--- src/hdl/hwcm_pkg.sv ---
// Package for the projective coordinate generator.
// Holds transaction payload types, register indexes, status codes and coefficient bundle.
// No dependencies.
package hwcm_pkg;

    localparam int COORD_BITS    = 14;
    localparam int OUT_FRAC_BITS = 8;

    localparam int IN_W    = COORD_BITS;
    localparam int OUT_W   = COORD_BITS + OUT_FRAC_BITS;
    localparam int BOUND_W = COORD_BITS;
    localparam int CFG_W   = 64;
    localparam int CFG_IDX_W = 3;

    localparam logic [1:0] ST_OK     = 2'd0;
    localparam logic [1:0] ST_DEGEN  = 2'd1;
    localparam logic [1:0] ST_BOUNDS = 2'd2;

    typedef enum logic [CFG_IDX_W-1:0] {
        REG_ROW0   = 3'd0,
        REG_ROW1   = 3'd1,
        REG_OFFS   = 3'd2,
        REG_PERSP  = 3'd3,
        REG_H22    = 3'd4,
        REG_WIDTH  = 3'd5,
        REG_HEIGHT = 3'd6,
        REG_MODE   = 3'd7
    } t_cfg_reg;

    typedef struct packed {
        logic [IN_W-1:0] pano_x;
        logic [IN_W-1:0] pano_y;
    } t_in;

    typedef struct packed {
        logic [1:0]       status;
        logic [OUT_W-1:0] src_x;
        logic [OUT_W-1:0] src_y;
    } t_out;

    typedef struct packed {
        logic signed [31:0] h00;
        logic signed [31:0] h01;
        logic signed [31:0] h02;
        logic signed [31:0] h10;
        logic signed [31:0] h11;
        logic signed [31:0] h12;
        logic signed [31:0] h20;
        logic signed [31:0] h21;
        logic signed [31:0] h22;
    } t_coef;

    typedef struct packed {
        logic degen;
        logic neg_x;
        logic neg_y;
        logic ovf_x;
        logic ovf_y;
    } t_side;

endpackage

--- src/hdl/hwcm_div_cell.sv ---
// One restoring-division cell: retires one quotient bit per axis and hands on.
// Chained to form the divider. Uses hwcm_pkg.
module hwcm_div_cell #(
    parameter int MB = 49,
    parameter int QB = 22
) (
    input  logic            i_clk,
    input  logic            i_rst_n,
    input  logic            i_en,
    input  logic            i_valid,
    input  logic [MB-1:0]   i_rem_x,
    input  logic [MB-1:0]   i_rem_y,
    input  logic [QB-1:0]   i_low_x,
    input  logic [QB-1:0]   i_low_y,
    input  logic [QB-1:0]   i_q_x,
    input  logic [QB-1:0]   i_q_y,
    input  logic [MB-1:0]   i_div,
    input  hwcm_pkg::t_side i_side,
    output logic            o_valid,
    output logic [MB-1:0]   o_rem_x,
    output logic [MB-1:0]   o_rem_y,
    output logic [QB-1:0]   o_low_x,
    output logic [QB-1:0]   o_low_y,
    output logic [QB-1:0]   o_q_x,
    output logic [QB-1:0]   o_q_y,
    output logic [MB-1:0]   o_div,
    output hwcm_pkg::t_side o_side
);
    import hwcm_pkg::*;

    logic [MB:0] w_tx, w_ty, w_bd;
    logic        w_gex, w_gey;

    assign w_tx  = {i_rem_x, i_low_x[QB-1]};
    assign w_ty  = {i_rem_y, i_low_y[QB-1]};
    assign w_bd  = {1'b0, i_div};
    assign w_gex = (w_tx >= w_bd);
    assign w_gey = (w_ty >= w_bd);

    always_ff @(posedge i_clk) begin
        if (!i_rst_n) begin
            o_valid <= 1'b0;
        end else if (i_en) begin
            o_valid <= i_valid;
        end
    end

    always_ff @(posedge i_clk) begin
        if (i_en) begin
            o_rem_x <= w_gex ? MB'(w_tx - w_bd) : MB'(w_tx);
            o_rem_y <= w_gey ? MB'(w_ty - w_bd) : MB'(w_ty);
            o_low_x <= {i_low_x[QB-2:0], 1'b0};
            o_low_y <= {i_low_y[QB-2:0], 1'b0};
            o_q_x   <= {i_q_x[QB-2:0], w_gex};
            o_q_y   <= {i_q_y[QB-2:0], w_gey};
            o_div   <= i_div;
            o_side  <= i_side;
        end
    end

endmodule

--- config.mk ---
export PLATFORM = sky130hd
export DESIGN_NAME = hwcm_div_cell
export DESIGN_NICKNAME = d
export VERILOG_FILES = /design/src/hdl/hwcm_pkg.sv /design/src/hdl/hwcm_div_cell.sv
export SDC_FILE = /design/constraint.sdc
export NUM_CORES = 1
export LEC_CHECK = 0
export BUFFER_PORTS_ARGS = -buffer_cell sky130_fd_sc_hd__buf_2
export CORE_AREA = 2 2 188 190
export CTS_CLUSTER_DIAMETER = 30
export CTS_CLUSTER_SIZE = 20
export DETAILED_ROUTE_END_ITERATION = 8
export DIE_AREA = 0 0 190 192
export PLACE_DENSITY = 0.7
export SYNTH_ARGS = -nofsm -noshare
export SYNTH_HDL_FRONTEND = slang
export SYNTH_SLANG_ARGS = --single-unit
--- constraint.sdc ---
create_clock -name i_clk -period 2.9 [get_ports i_clk]
set_input_delay 0.29 -clock i_clk [delete_from_list [all_inputs] [get_ports i_clk]]
set_output_delay 0.29 -clock i_clk [all_outputs]
set_load 0.02 [all_outputs]
Word-level counts from Yosys, hierarchy flattened
Index checks and enable logic that the tools add are counted.
{"block": "word_totals", "reg_bits": 239, "wordCells": 19, "in_bits": 244}
{"block": "op_classes", "mux": 2, "addsub": 2, "n_lt_le_gt_ge": 2}
{"cell": "$ge 50x49->1", "n": 2}
{"cell": "$mux 49", "n": 2}
{"cell": "$sub 49x49->49", "n": 2}

Logic depth before layout (Yosys ltp)
{"block": "logic_depth", "ltp_word": 2, "mapped_depth": 16, "ltp_nobuf": 14}

Least setup slack after synthesis
No wires, ideal clock.
{"block": "synth_timing", "path_type": "input to register", "from": "in i_low_y[21]", "to": "reg o_rem_y[13], data pin", "n_path_buf": 1, "t_arrival_ps": 2877, "setup_ps": 262, "slack_ps": -239, "stages": 13, "path_cell_list": "inv_1 ha_1 inv_1 fa_1 a211o_1 a211o_1 a22oi_1 a21o_1 o31ai_4 a31oi_2 o31ai_4 buf_4 mux2_1"}
{"block": "synth_via", "elab_chain_len": 2}
{"element": "from (decl)", "line_no": "hwcm_div_cell.sv:14", "source": "input logic [QB-1:0] i_low_y,"}
{"element": "$sub 49x49->49 / $ge 50x49->1 (equally long branches)", "line_no": "hwcm_div_cell.sv:51, hwcm_div_cell.sv:38"}
{"element": "$mux 49 (*)", "line_no": "hwcm_div_cell.sv:51", "source": "o_rem_y <= w_gey ? MB'(w_ty - w_bd) : MB'(w_ty);"}
{"element": "to (signal assigned)", "line_no": "hwcm_div_cell.sv:51"}
{"element": "to (decl)", "line_no": "hwcm_div_cell.sv:21", "source": "output logic [MB-1:0] o_rem_y,"}
Mark *: on every way between the ends. The rest lies on a longest branch, timed or not.
A chain may end at the register's enable or synchronous reset.

Final worst setup path
{"block": "layout_timing", "from": "in i_div[35]", "to": "reg o_rem_x[48], data pin"}
{"block": "layout_via", "elab_chain_len": 2}
{"element": "from (decl)", "line_no": "hwcm_div_cell.sv:17", "source": "input logic [MB-1:0] i_div,"}
{"element": "$ge 50x49->1", "line_no": "hwcm_div_cell.sv:37", "source": "assign w_gex = (w_tx >= w_bd);"}
{"element": "named net w_gex", "line_no": "hwcm_div_cell.sv:32", "source": "logic w_gex, w_gey;"}
{"element": "$mux 49", "line_no": "hwcm_div_cell.sv:50", "source": "o_rem_x <= w_gex ? MB'(w_tx - w_bd) : MB'(w_tx);"}
{"element": "to (signal assigned)", "line_no": "hwcm_div_cell.sv:50"}
{"element": "to (decl)", "line_no": "hwcm_div_cell.sv:20", "source": "output logic [MB-1:0] o_rem_x,"}
The timed path passes the listed nets, and every way through them passes these cells.

==> impl_metrics.yaml <==
clocking:
  clk_pin_slew_ps: 40
  cts_tree: "done"
  cts_sinks: 239
  cts_buffers: 59
  clock_path_buffers: 3
  clkLatencyLatePin_ps: 570
  cts_root_buffer: "clkbuf_16"
  ctsHtreeMaxLevel: 2
routing:
  drtAntennaViolNets: 0
  first_iter_violations: 840
  vias: 14022
  wl_per_cell_um: 20.15
  drtPass1Iterations: 5
  routed_wl_mm: 55.27
  viasPerCell: 5.112
  drc: 0
critical_path:
  cpPeakStageDelay_ps: 530
  crit_cells: 14
  arrival_ps: 3190
  critPathSlowestCell: "dlygate4sd3_1"
  start_kind: "input port"
  worstSetupPathType: "in2reg"
  cp-startpoint: "i_div[35]"
  cp_max_fo: 15
  cp.required_ps: 3230
  rrSetupSlack_ps: 1760
  worstReg2RegEnd: "o_valid"
  worstPathCellList: "dlygate4sd3_1 > buf_2 > inv_1 > ha_1 > a21oi_1 > o21ai_2 > a21o_1 > a21o_1 > a31o_2 > a21oi_2 > o31a_4 > buf_12 > inv_1 > mux2_2"
  crit_path_end: "o_rem_x[48]"
  r2r-start: "o_valid"
  endpoint_kind: "register"
  critPathTopFamily: "compound AO/OA/AOI/OAI gates"
  r2r_cells: 3
  path_buf_inv: 5
logic_synthesis:
  syn_area_per_cell_um2: 10.74
  synth_area_leader_cell: "edfxtp_1"
  synthArstFlopShare_pct: 0
  ys_types: 68
  synthesis.area_um2: 13980
  synth_top_area_share_pct: 51.11
  synth-seq-cells: 239
  synth.area.top_cells: "edfxtp_1 (51%), ha_1 (8.8%), a21oi_1 (5.4%), o21ai_0 (3.7%), xnor2_1 (3.3%)"
  synth_ff_type: "edfxtp_1"
  synth-edff-count: 238
  synthCells: 1302
  yosysSeqAreaShare_pct: 51.26
  ys_warn_count: 0
power_and_ir_drop:
  p_leak_uw: 0.01045
  powerDensity_nw_per_um2: 648.1
  ir_drop_v: 0.0006951
timing:
  timing.final.crit_share_pct: 98.68
  hold_violations: 0
  setup_viol: 0
  fin_worst_skew_ps: 0
  slew_headroom_pct: 56.21
  rsz0062_at_grt: "yes"
  final_max_slew_viol_count: 0
  hold_ws_ps: 22.11
  fin_crit_ps: 2862
  fmax_mhz: 349.5
  tightestPinTransition_ps: 656.8
hold_path:
  hold_class: "in2reg"
placement:
  numPortBuffers: 480
  gp_congestion: 0.9331
  hpwl_mm: 41.07
  place_area_um2: 19110
layout:
  stdcell_area_um2: 22850
  final_core_util_pct: 66.65
  drive_above_1_share_pct: 40.46
  syn_to_final_growth_pct: 63.44
  layout.nets: 2582
  fillers: 2577
global_route:
  gr-usage-all-layers_pct: 29.20
  grt_max_degree: 76
  grt_pass1_vias: 14461
  grt-ovfl-total: 0
  antenna_found_initial: 6
  grt_pass1_wl_mm: 80.94
die:
  pin_count: 485
  die_x_um: 190
  rows: 68
  die-area_um2: 36480
  core-area_um2: 34290
  chipHeight_um: 192
  initial_core_util_pct: 40.78
job:
  maxCapViolCount: 0
status:
  run_status: "finished clean"
## timing repair
| action | CTS | global route |
|---|---|---|
| endpoints found under the setup margin | 0 | 74 |
| gates resized for setup | 0 | 36 |
| endpoints found under the hold margin | 152 | 0 |
| setup buffers | 0 | 3 |
| hold buffers | 153 | 0 |
## flip-flops by register name (all words and copies together), names as in the netlist
name     cells
o_div       49
o_rem_x     49
o_rem_y     49
o_q_x       22
o_q_y       22
o_low_x     21
o_low_y     21
o_side       5
o_valid      1
## Yosys cell counts, drive strengths merged, types with 6 or more instances
| master | instances |
|---|---|
| edfxtp | 238 |
| a21oi | 153 |
| nand2 | 112 |
| o21ai | 108 |
| ha | 98 |
| nor2 | 83 |
| inv | 78 |
| xnor2 | 53 |
| a21o | 47 |
| xor2 | 39 |
| clkbuf | 32 |
| nand4 | 24 |
| mux2 | 20 |
| nand3 | 20 |
| o21bai | 20 |
| buf | 17 |
| nor2b | 16 |
| a31oi | 14 |
| and3 | 13 |
| nor3 | 13 |
| and2 | 11 |
| a211oi | 10 |
| nand2b | 9 |
| o21a | 6 |
## layer usage
layer	GRT usage, %	part of all wire, %	wire length (um)
met1	33.66	39	21760
met3	6.523	6.3	3461
met5	0	0.043	24
met4	13.74	4.1	2280
met2	51.54	50	27740
## cells by family (layout without fill, tap and decap cells)
logic type | count (synthesis) | count (layout) | share of synthesized area, %
xor+xnor | 92 | 92 | 5.763
fa+ha+maj | 100 | 100 | 9.056
buf+inv | 127 | 1108 | 3.741
compound gates | 401 | 401 | 17.65
other cells | 1 | 6 | 0.02682
mux | 21 | 21 | 1.736
flops | 239 | 239 | 51.26
simple gates | 321 | 321 | 10.77
## power by group
group	switching, uW	internal (uW)	leakage, uW	total (uW)
Combinational	2090	1650	0.00714	3740
Clock	2070	4560	0.000969	6630
Sequential	138	4310	0.00234	4440
Total	4290	10500	0.0104	14800
## area by class of cell
type,count,area (um^2),area share (%)
Antenna cell,4,10.01,0.04380
Timing Repair Buffer,923,6271,27.44
Clock buffer,66,1503,6.576
Sequential cell,239,7167,31.36
Clock inverter,41,499.2,2.185
Tap cell,455,569.3,2.491
Multi-Input combinational cell,937,6515,28.51
Inverter,78,317.8,1.391
## layout by cell type, fill, tap and decap left out, types with 24 or more instances in the layout
| master | instances |
|---|---|
| buf_4 | 277 |
| a21o_1 | 46 |
| edfxtp_1 | 238 |
| ha_1 | 92 |
| o21ai_0 | 93 |
| xnor2_1 | 53 |
| nand2_1 | 111 |
| nor2_1 | 83 |
| inv_1 | 74 |
| buf_2 | 479 |
| nand4_1 | 24 |
| a21oi_1 | 148 |
| dlygate4sd3_1 | 153 |
| clkbuf_16 | 60 |
| xor2_1 | 39 |
## worst min path at each step
stage | depth (start not counted) | endpoint | slack [ps] | startpoint
4_1_cts | 3 | o_rem_x[7] | 0.6 | i_rem_x[6]
5_1_grt | 2 | o_rem_x[16] | 9 | i_rem_x[15]
6_report | 3 | o_rem_x[7] | 20 | i_rem_x[6]
3_3_place_gp | 1 | o_q_y[4] | 470 | i_q_y[3]
3_5_place_dp | 1 | o_q_x[4] | 470 | i_q_x[3]
2_1_floorplan | 0 | o_div[0] | 390 | i_div[0]
## tightest hold or removal path, stage by stage
cell and delay (ps):
buf_2 100, nand2_1 40, o21ai_0 70
## per-stage QoR
step                      std cells  total power (uW)  setup slack (ps)  setup TNS [ps]
after floorplan                1303              6328            -41.99          -277.2
after global placement         2475              7911            -479.2          -33330
after detailed placement       2475              7953            -553.0          -38380
after CTS                      2735             14770             26.52               0
after global routing           2741             15350            -60.36          -170.0
final                          2743             14810             38.42               0
Power figures use the tool's default switching activity.
